===== src/hw/rtl/pal_pkg.sv =====
// ----------------------------------------------------------------------------
// pal_pkg
// Shared types, field widths and request/status codes for the positional
// array list.
// ----------------------------------------------------------------------------
package pal_pkg;

  localparam int DATA_W   = 32;
  localparam int POS_W    = 7;
  localparam int KIND_W   = 3;
  localparam int STATUS_W = 2;
  localparam int LEN_W    = 7;

  localparam int CAPACITY_DEF = 64;

  localparam int IN_TDATA_W  = 40;
  localparam int OUT_TDATA_W = 48;

  // Request kinds
  localparam logic [KIND_W-1:0] K_INSERT   = 3'd0;
  localparam logic [KIND_W-1:0] K_DELETE   = 3'd1;
  localparam logic [KIND_W-1:0] K_RETRIEVE = 3'd2;
  localparam logic [KIND_W-1:0] K_LOCATE   = 3'd3;
  localparam logic [KIND_W-1:0] K_CLEAR    = 3'd4;

  // Result status codes
  localparam logic [STATUS_W-1:0] ST_OK    = 2'd0;
  localparam logic [STATUS_W-1:0] ST_RANGE = 2'd1;
  localparam logic [STATUS_W-1:0] ST_FULL  = 2'd2;

  // Command broadcast to every cell on an accepted transfer.
  typedef struct packed {
    logic              load;   // a transfer is accepted this cycle
    logic              ins;    // insert in range and list not full
    logic              del;    // delete in range
    logic [POS_W-1:0]  pos;
    logic [DATA_W-1:0] value;
  } pal_cmd_t;

endpackage


===== src/hw/rtl/pal_cell.sv =====
// ----------------------------------------------------------------------------
// pal_cell
// One list entry. Shifts up or down with its neighbors, takes the inserted
// value at its own position and flags matches for locate and retrieve.
// ----------------------------------------------------------------------------
module pal_cell #(
  parameter int IDX   = 0,
  parameter int CNT_W = 7
) (
  input  logic                      clk,
  input  pal_pkg::pal_cmd_t         cmd,
  input  logic [CNT_W-1:0]          cnt,
  input  logic [pal_pkg::DATA_W-1:0] lo_data,
  input  logic [pal_pkg::DATA_W-1:0] hi_data,
  output logic [pal_pkg::DATA_W-1:0] data,
  output logic                      match,
  output logic                      sel
);
  import pal_pkg::*;

  localparam int CW = (CNT_W > POS_W) ? CNT_W : POS_W;
  localparam logic [CW-1:0] IDX_V = CW'(IDX);

  logic [DATA_W-1:0] data_r, data_nxt;
  logic              match_r, sel_r;
  logic [CW-1:0]     pos_x, cnt_x;

  assign pos_x = CW'(cmd.pos);
  assign cnt_x = CW'(cnt);

  always_comb begin
    data_nxt = data_r;
    if (cmd.load && cmd.ins) begin
      if (IDX_V > pos_x) begin
        data_nxt = lo_data;
      end else if (IDX_V == pos_x) begin
        data_nxt = cmd.value;
      end
    end else if (cmd.load && cmd.del) begin
      if (IDX_V >= pos_x) begin
        data_nxt = hi_data;
      end
    end
  end

  always_ff @(posedge clk) begin
    data_r <= data_nxt;
    if (cmd.load) begin
      // Flags are taken against the entry before this transfer; locate and
      // retrieve never modify the list, so they see the same contents.
      match_r <= (data_r == cmd.value) && (IDX_V < cnt_x);
      sel_r   <= (IDX_V == pos_x);
    end
  end

  assign data  = data_r;
  assign match = match_r;
  assign sel   = sel_r;

endmodule


===== config.mk =====
export PLATFORM = sky130hd
export DESIGN_NAME = pal_cell
export DESIGN_NICKNAME = d
export VERILOG_FILES = /design/src/hw/rtl/pal_pkg.sv /design/src/hw/rtl/pal_cell.sv
export SDC_FILE = /design/constraint.sdc
export NUM_CORES = 1
export LEC_CHECK = 0
export BUFFER_PORTS_ARGS = -buffer_cell sky130_fd_sc_hd__buf_4
export CORE_UTILIZATION = 43
export CTS_BUF_LIST = sky130_fd_sc_hd__clkbuf_4
export DETAILED_ROUTE_END_ITERATION = 6
export PLACE_DENSITY = 0.95
export SYNTH_ARGS = -nofsm -noshare
export SYNTH_HDL_FRONTEND = slang
export SYNTH_SLANG_ARGS = --single-unit
export TNS_END_PERCENT = 100

===== constraint.sdc =====
create_clock -name clk -period 5.3 [get_ports clk]
set_input_delay 0.53 -clock clk [delete_from_list [all_inputs] [get_ports clk]]
set_output_delay 0.53 -clock clk [all_outputs]
set_load 0.03 [all_outputs]

# Yosys cells after proc, flatten, opt, wreduce, memory -nomap -nowiden
# Cells that the tools add are included.
[totals]
ff_bits = 34
input_bits = 114
output_inout_bits = 34
word_cells = 20
[classes]
order_cmp = 3
n_eq_ne = 2
mux = 5
reduce_logical = 7
[ops]
columns = ["cell", "count"]
rows = [
  ["$mux 32", 5],
  ["$eq 32x32->1", 1],
  ["$ge 1x7->1 const A", 1],
  ["$gt 1x7->1 const A", 1],
  ["$logic_not 7->1", 1],
  ["$lt 1x7->1 const A", 1],
  ["$reduce_bool 2->1", 2],
  ["$logic_and 1x1->1", 3],
  ["$ne 3x1->1 const B", 1],
  ["$reduce_and 3->1", 1],
]

# Depth between registers and ports, before layout
# Gate-level depths: netlist of run 1.
[depth]
depth_word = 4
ltp_mapped = 4
depth_no_buf = 4

# Worst setup path after synthesis of run 1
# Ideal clock, no wire load.
[synth_path]
path_type = "input to register"
start = "input cmd[34] (netlist bit)"
end = "register data_r[0], in the netlist data[0], enable pin"
setup_ps = 387
t_arrival_ps = 1979
t_required_ps = 4913
path_slack_ps = 2934
stages = 3
n_path_buf = 0
path_cell_list = "or4_4 -> nor4_4 -> o211a_1"
[synth_via]
elab_chain_len = 3
elab_cells_between_ends = 6
classes_between = "order compare: 2; eq/ne: 1; reduce/logical: 3"
[synth_rtl]
columns = ["item", "line_no", "text"]
rows = [
  ["start, declared", "pal_cell.sv:11", "input pal_pkg::pal_cmd_t cmd,"],
  ["$gt 1x7->1, or another cell as far along", "pal_cell.sv:34", "if (IDX_V > pos_x) begin"],
  ["$ne 3x1->1 (no source line) / $reduce_bool 2->1 (equally long branches)", "--", ""],
  ["$reduce_and 3->1 (no source line) (*)", "--", ""],
  ["end signal, assigned", "pal_cell.sv:47", "data_r <= data_nxt;"],
  ["end, declared", "pal_cell.sv:24", "logic [DATA_W-1:0] data_r, data_nxt;"],
]
# Mark *: on every way between the ends. The rest lies on a longest branch, timed or not.
# A chain may end at the register's enable or synchronous reset.

# Final worst setup path of run 1
[layout_path]
start = "input cmd[34] (netlist bit)"
end = "register data_r[15], in the netlist data[15], enable pin"
# The elaborated chain is that of the path after synthesis.

==> results_dict.tcl, run 1 <==
set metrics [dict create \
    status "finished clean" \
    fp.dieArea_mm2 0.00452 \
    ff2ff_path_depth 4 \
    fin_nets 353 \
    core_region_area_mm2 0.00403 \
    ys_seq_elements 34 \
    synthCells 118 \
    grt_usage 0.207 \
    rsz0062_at_grt "no" \
    min_from "cmd[41]" \
    path_common_cell "buf_4" \
    insertion_delay_ns 0.33 \
    fin_cells 290 \
    place_hpwl_mm 3.54 \
    ant_nets 0 \
    worst_pin_slew_ns 0.431 \
    grt_util_met2 0.363 \
    relSlewSlack 0.713 \
    slew_violations 0 \
    power_density_mw_per_mm2 207 \
    antenna_cells 0 \
    worstPathMaxFanout 32 \
    n_fill_cell 307 \
    cts-resized-gates 0 \
    drtIter0Drc 60 \
    hold_buffers 0 \
    synth.top_cell.area_share 0.558 \
    overflow 0 \
    cp.buffers_inverters 2 \
    cts_tree "done" \
    p_leak_uw 0.00120 \
    total_power_uw 587 \
    yosysWarnings 0 \
    initial_utilization 0.454 \
    clock_skew_ns 0.00717 \
    whs_endpoint "sel" \
    fin_hold_ws_ns 0.425 \
    gp_congestion 0.679 \
    synthTopCellsByArea "edfxtp_1 56%, mux2_2 20%, xor2_1 13%" \
    crit_path_top_delay_cell "or4_4" \
    drive_gt1_frac 0.679 \
    met1_usage 0.229 \
    cts_sinks 34 \
    dr.pass1.iters 4 \
    grt_first_pass_wirelength_mm 6.77 \
    synth_top_cell_by_area "edfxtp_1" \
    synth.avg_cell_area_um2 15.5 \
    peakVddDrop_mv 0.175 \
    h-tree-depth 2 \
    dp.cells 282 \
    critPathMaxStageDelay_ns 0.54 \
    multi_input_area_um2 793 \
    cp_data_required_time_ns 5.29 \
    num_rows 23 \
    layout.area.seq_mm2 0.00102 \
    drv_cap 0 \
    place_ws_ns 2.97 \
    cp_top_family "simple AND/OR/NAND/NOR gates" \
    setup_ws_ns 3.37 \
    tns_ns 0 \
    hold_viol 0 \
    area_growth_pct 54.9 \
    min_path_cells 1 \
    cts_root_buf "clkbuf_4" \
    grt_max_degree 33 \
    seq_area_frac_synth 0.558 \
    synth_cell_types 15 \
    via_count 1437 \
    final_common_cell "buf_4" \
    min_period_over_period 0.365 \
    path_clk_slew_ns 0.11 \
    max_freq_mhz 517 \
    antenna_found_initial 0 \
    finalSetupViolations 0 \
    cp-end-kind "flop" \
    worstPathCellList "buf_4 -> or4_4 -> nor4_4 -> o211a_1 -> buf_4" \
    min_period_ns 1.93 \
    start_kind "input pin" \
    cts_setup_buffers 0 \
    syn_nets 232 \
    use_met3 0.0726 \
    final_cell_mix "117 x buf_4, 34 x edfxtp_1, 32 x mux2_2" \
    viasPerCell 4.96 \
    io_pins 148 \
    grt_pass1_vias 1491 \
    die_x_um 67.2 \
    r2r-end "match" \
    synth_area_mm2 0.00183 \
    rr_startpoint "data[31]" \
    grt_most_used_layer "met2" \
    wl_mm 4.52 \
    r2r_slack_ns 3.67 \
    io_buffers 115 \
    numCtsBuffers 5 \
    clockBufferDepth 2 \
    cp.arrival_ns 1.93 \
    wl_per_cell_um 15.6 \
    post-route-drc-count 0 \
    min_path_type "input pin to flop" \
    crit_type "input pin to flop" \
    fp.dieH_um 67.2 \
]
[per-stage QoR]
| stage | area, um2 | util |
|---|---|---|
| 2_1_floorplan | 1830 | - |
| 3_3_place_gp | 2760 | 0.684 |
| 3_5_place_dp | 2760 | 0.684 |
| 4_1_cts | 2830 | 0.703 |
| 5_1_grt | 2830 | 0.703 |
| 6_report | 2830 | 0.703 |
[kinds of logic (layout without fill, tap and decap cells)]
logic type | count (synthesis) | after routing | share of synthesized area
AO/OA/AOI/OAI | 2 | 2 | 0.0137
XOR/XNOR | 32 | 32 | 0.153
buffers and inverters | 3 | 125 | 0.00821
flip-flops | 34 | 34 | 0.558
multiplexers | 32 | 32 | 0.197
AND/OR/NAND/NOR | 15 | 15 | 0.0698
[registers in the layout, summed over array words and instances, names as in the netlist]
signal  flops
sel         1
data       32
match       1
[final cells by class]
cell class,count,area share
repair buffers,117,0.310
flip-flops and latches,34,0.360
clock buffers,5,0.0133
multi-input cells,81,0.280
well taps,50,0.0221
clock inverters,3,0.0141
[report_power, final]
part | switching [uW] | total (uW) | internal (uW)
Clock | 92.2 | 190 | 97.7
Combinational | 33.3 | 97.4 | 64.1
Sequential | 0.644 | 299 | 299
[synth_stat cells, drive strengths merged]
cell and instances:
edfxtp 34, xor2 28, o211a 1, nor3 1
nand2 1, mux2 32, or4 1, xnor2 4
nand3 1, nand4 2, buf 3, a2111oi 1
nor4 9
[metal layers]
| metal | part of all wire | up-vias |
|---|---|---|
| met4 | 0.015 | 0 |
| met1 | 0.36 | 664 |
| met5 | 0 | - |
| met2 | 0.53 | 70 |
| met3 | 0.090 | 7 |
| li1 | - | 696 |
[worst max-delay path by stage]
stage	depth (start not counted)	slack, ns	endpoint	start
2_1_floorplan	3	2.93	data[0]	cmd[34]
3_3_place_gp	5	3.03	data[2]	cmd[34]
3_5_place_dp	5	2.97	data[2]	cmd[34]
4_1_cts	5	3.34	data[15]	cmd[34]
5_1_grt	5	3.28	data[28]	cmd[34]
6_report	5	3.37	data[15]	cmd[34]
[worst register-to-register path, cell delays in order, from the launching register on]
cell	delay, ns
edfxtp_1	0.42
xor2_1	0.17
nor4_1	0.37
nand4_1	0.19
a2111oi_2	0.29
Power figures use the tool's default switching activity.
==> inputs of run 2 (changes only) <==
--- a/config.mk
+++ b/config.mk
@@ -6,10 +6,10 @@
 export NUM_CORES = 1
 export LEC_CHECK = 0
 export BUFFER_PORTS_ARGS = -buffer_cell sky130_fd_sc_hd__buf_4
-export CORE_UTILIZATION = 43
+export CORE_UTILIZATION = 36
 export CTS_BUF_LIST = sky130_fd_sc_hd__clkbuf_4
 export DETAILED_ROUTE_END_ITERATION = 6
-export PLACE_DENSITY = 0.95
+export PLACE_DENSITY = 0.87
 export SYNTH_ARGS = -nofsm -noshare
 export SYNTH_HDL_FRONTEND = slang
 export SYNTH_SLANG_ARGS = --single-unit
==> constraint.sdc (replaced) <==
create_clock -name clk -period 1.7 [get_ports clk]
set_input_delay 0.17 -clock clk [delete_from_list [all_inputs] [get_ports clk]]
set_output_delay 0.17 -clock clk [all_outputs]
set_load 0.03 [all_outputs]
==> run 2 against run 1 <==
Hold slack worse by 0.37 ns. Largest cell class unchanged. Design area up 3.4%. Via count grew 2.3%. Flip-flop and latch count unchanged. Count of clock-buffer cells in the layout did not move. Global-route usage is 3.7 points lower. Critical path type is now flop to flop. Final cell count rose by 6.6%. Sequential power grew to 3.1 times the previous value.
==> results_dict.tcl, run 2 (synthesis gave the netlist of run 1 again) <==
set metrics [dict create \
    antenna_cells 0 \
    core_region_area_mm2 0.00482 \
    cts_root_buf "clkbuf_4" \
    peakVddDrop_mv 0.447 \
    tns_ns 0 \
    post-route-drc-count 0 \
    place_hpwl_mm 3.76 \
    io_pins 148 \
    p_leak_uw 0.00122 \
    insertion_delay_ns 0.33 \
    setup_ws_ns 0.108 \
    num_rows 25 \
    min_path_cells 1 \
    seq_power_share 0.514 \
    cp.arrival_ns 1.74 \
    initial_utilization 0.380 \
    p_comb_frac 0.172 \
    wl_per_cell_um 15.0 \
    cts_tree "done" \
    h-tree-depth 2 \
    clock_skew_ns 0.0122 \
    final_common_cell "buf_4" \
    drv_cap 0 \
    start_kind "flop" \
    crit_type "flop to flop" \
    overflow 0 \
    final_cell_mix "117 x buf_4, 34 x edfxtp_1, 32 x mux2_2" \
    p_sw_frac 0.209 \
    intPower_uw 1430 \
    grt_usage 0.171 \
    cts_sinks 34 \
    status "finished clean" \
    rr_startpoint "data[26]" \
    die_x_um 73.3 \
    finalSetupViolations 0 \
    place_ws_ns -0.0435 \
    worst_pin_slew_ns 0.402 \
    grt_max_degree 24 \
    drtIter0Drc 43 \
    hold_viol 0 \
    fin_nets 356 \
    antenna_found_initial 0 \
    gp_congestion 0.768 \
    clock_power_share 0.313 \
    min_from "cmd[41]" \
    via_count 1470 \
    fp.dieArea_mm2 0.00537 \
    viasPerCell 4.76 \
    numCtsBuffers 5 \
    r2r_slack_ns 0.11 \
    ant_nets 0 \
    min_period_ns 1.59 \
    grt_pass1_vias 1492 \
    largest_reg_flops 32 \
    hold_buffers 0 \
    dr.pass1.iters 4 \
    grt_first_pass_wirelength_mm 6.73 \
    rsz0062_at_grt "no" \
    min_period_over_period 0.936 \
    wl_mm 4.64 \
    area_growth_pct 60.1 \
    worstPathMaxFanout 2 \
    power.switching_uw 380 \
    r2r-end "match" \
    path_clk_slew_ns 0.11 \
    relSlewSlack 0.729 \
    drive_gt1_frac 0.690 \
    whs_endpoint "match" \
    cp_data_required_time_ns 1.85 \
    fp.dieH_um 73.3 \
    max_freq_mhz 628 \
    cp-end-kind "flop" \
    min_path_type "input pin to flop" \
    ff2ff_path_depth 4 \
    clockBufferDepth 2 \
    io_buffers 115 \
    slew_violations 0 \
    n_fill_cell 403 \
    power_density_mw_per_mm2 620 \
]
==> run 2: cell types whose count changed in the layout (fill, tap and decap cells not counted), sizes merged <==
cell and change:
buf +3, clkinv -1
==> run 2: final cells by class <==
type,instances,area [um2],share of cell area
Multi-Input combinational cell,81,813,0.278
Clock buffer,5,37.5,0.0128
Timing Repair Buffer,120,938,0.321
Clock inverter,2,33.8,0.0115
Tap cell,67,83.8,0.0286
Sequential cell,34,1020,0.349
==> run 2: timing repair <==
action                     4_1_cts  5_1_grt
buffers inserted                 0        0
setup endpoints to repair        0        1
resized for setup                0        2
==> run 2: how the worst max path moves through the flow <==
stage | from | slack (ns) | cells after the start | endpoint
detailed placement | cmd[34] | -0.04 | 5 | data[24]
floorplan | cmd[34] | 0.08 | 3 | data[0]
global placement | cmd[34] | -0.04 | 5 | data[31]
finish | data[26] | 0.11 | 4 | match
global route | data[23] | 0.01 | 4 | match
CTS | data[31] | 0.06 | 4 | match
==> run 2: per-stage QoR <==
step	instances	hold WS, ns	util	instance area, um2	power [uW]
2_1_floorplan	118	0.282	-	1840	1070
3_3_place_gp	302	0.403	0.590	2840	1250
3_5_place_dp	302	0.406	0.590	2840	1260
4_1_cts	309	0.0427	0.605	2920	1840
5_1_grt	309	0.0338	0.608	2930	1890
6_report	309	0.0590	0.608	2930	1810
==> run 2: layer usage <==
metal,up-vias,GRT usage,wire length [um]
li1,702,-,-
met1,679,0.185,1720
met2,77,0.309,2480
met3,12,0.0398,306
met4,0,0.0871,141
met5,-,0,0
==> run 2: worst max-delay path, cell delays in order, from the launching register on <==
cell	delay, ns
edfxtp_1	0.42
xor2_1	0.16
nor4_1	0.35
nand4_1	0.18
a2111oi_2	0.30
==> run 2: power groups by stage <==
stage                     logic, uW  clock network, uW  registers (uW)
after floorplan                 113                  0             961
after CTS                       312                596             933
after global routing            334                620             934
after global placement          302                  0             952
final                           313                568             933
after detailed placement        312                  0             953
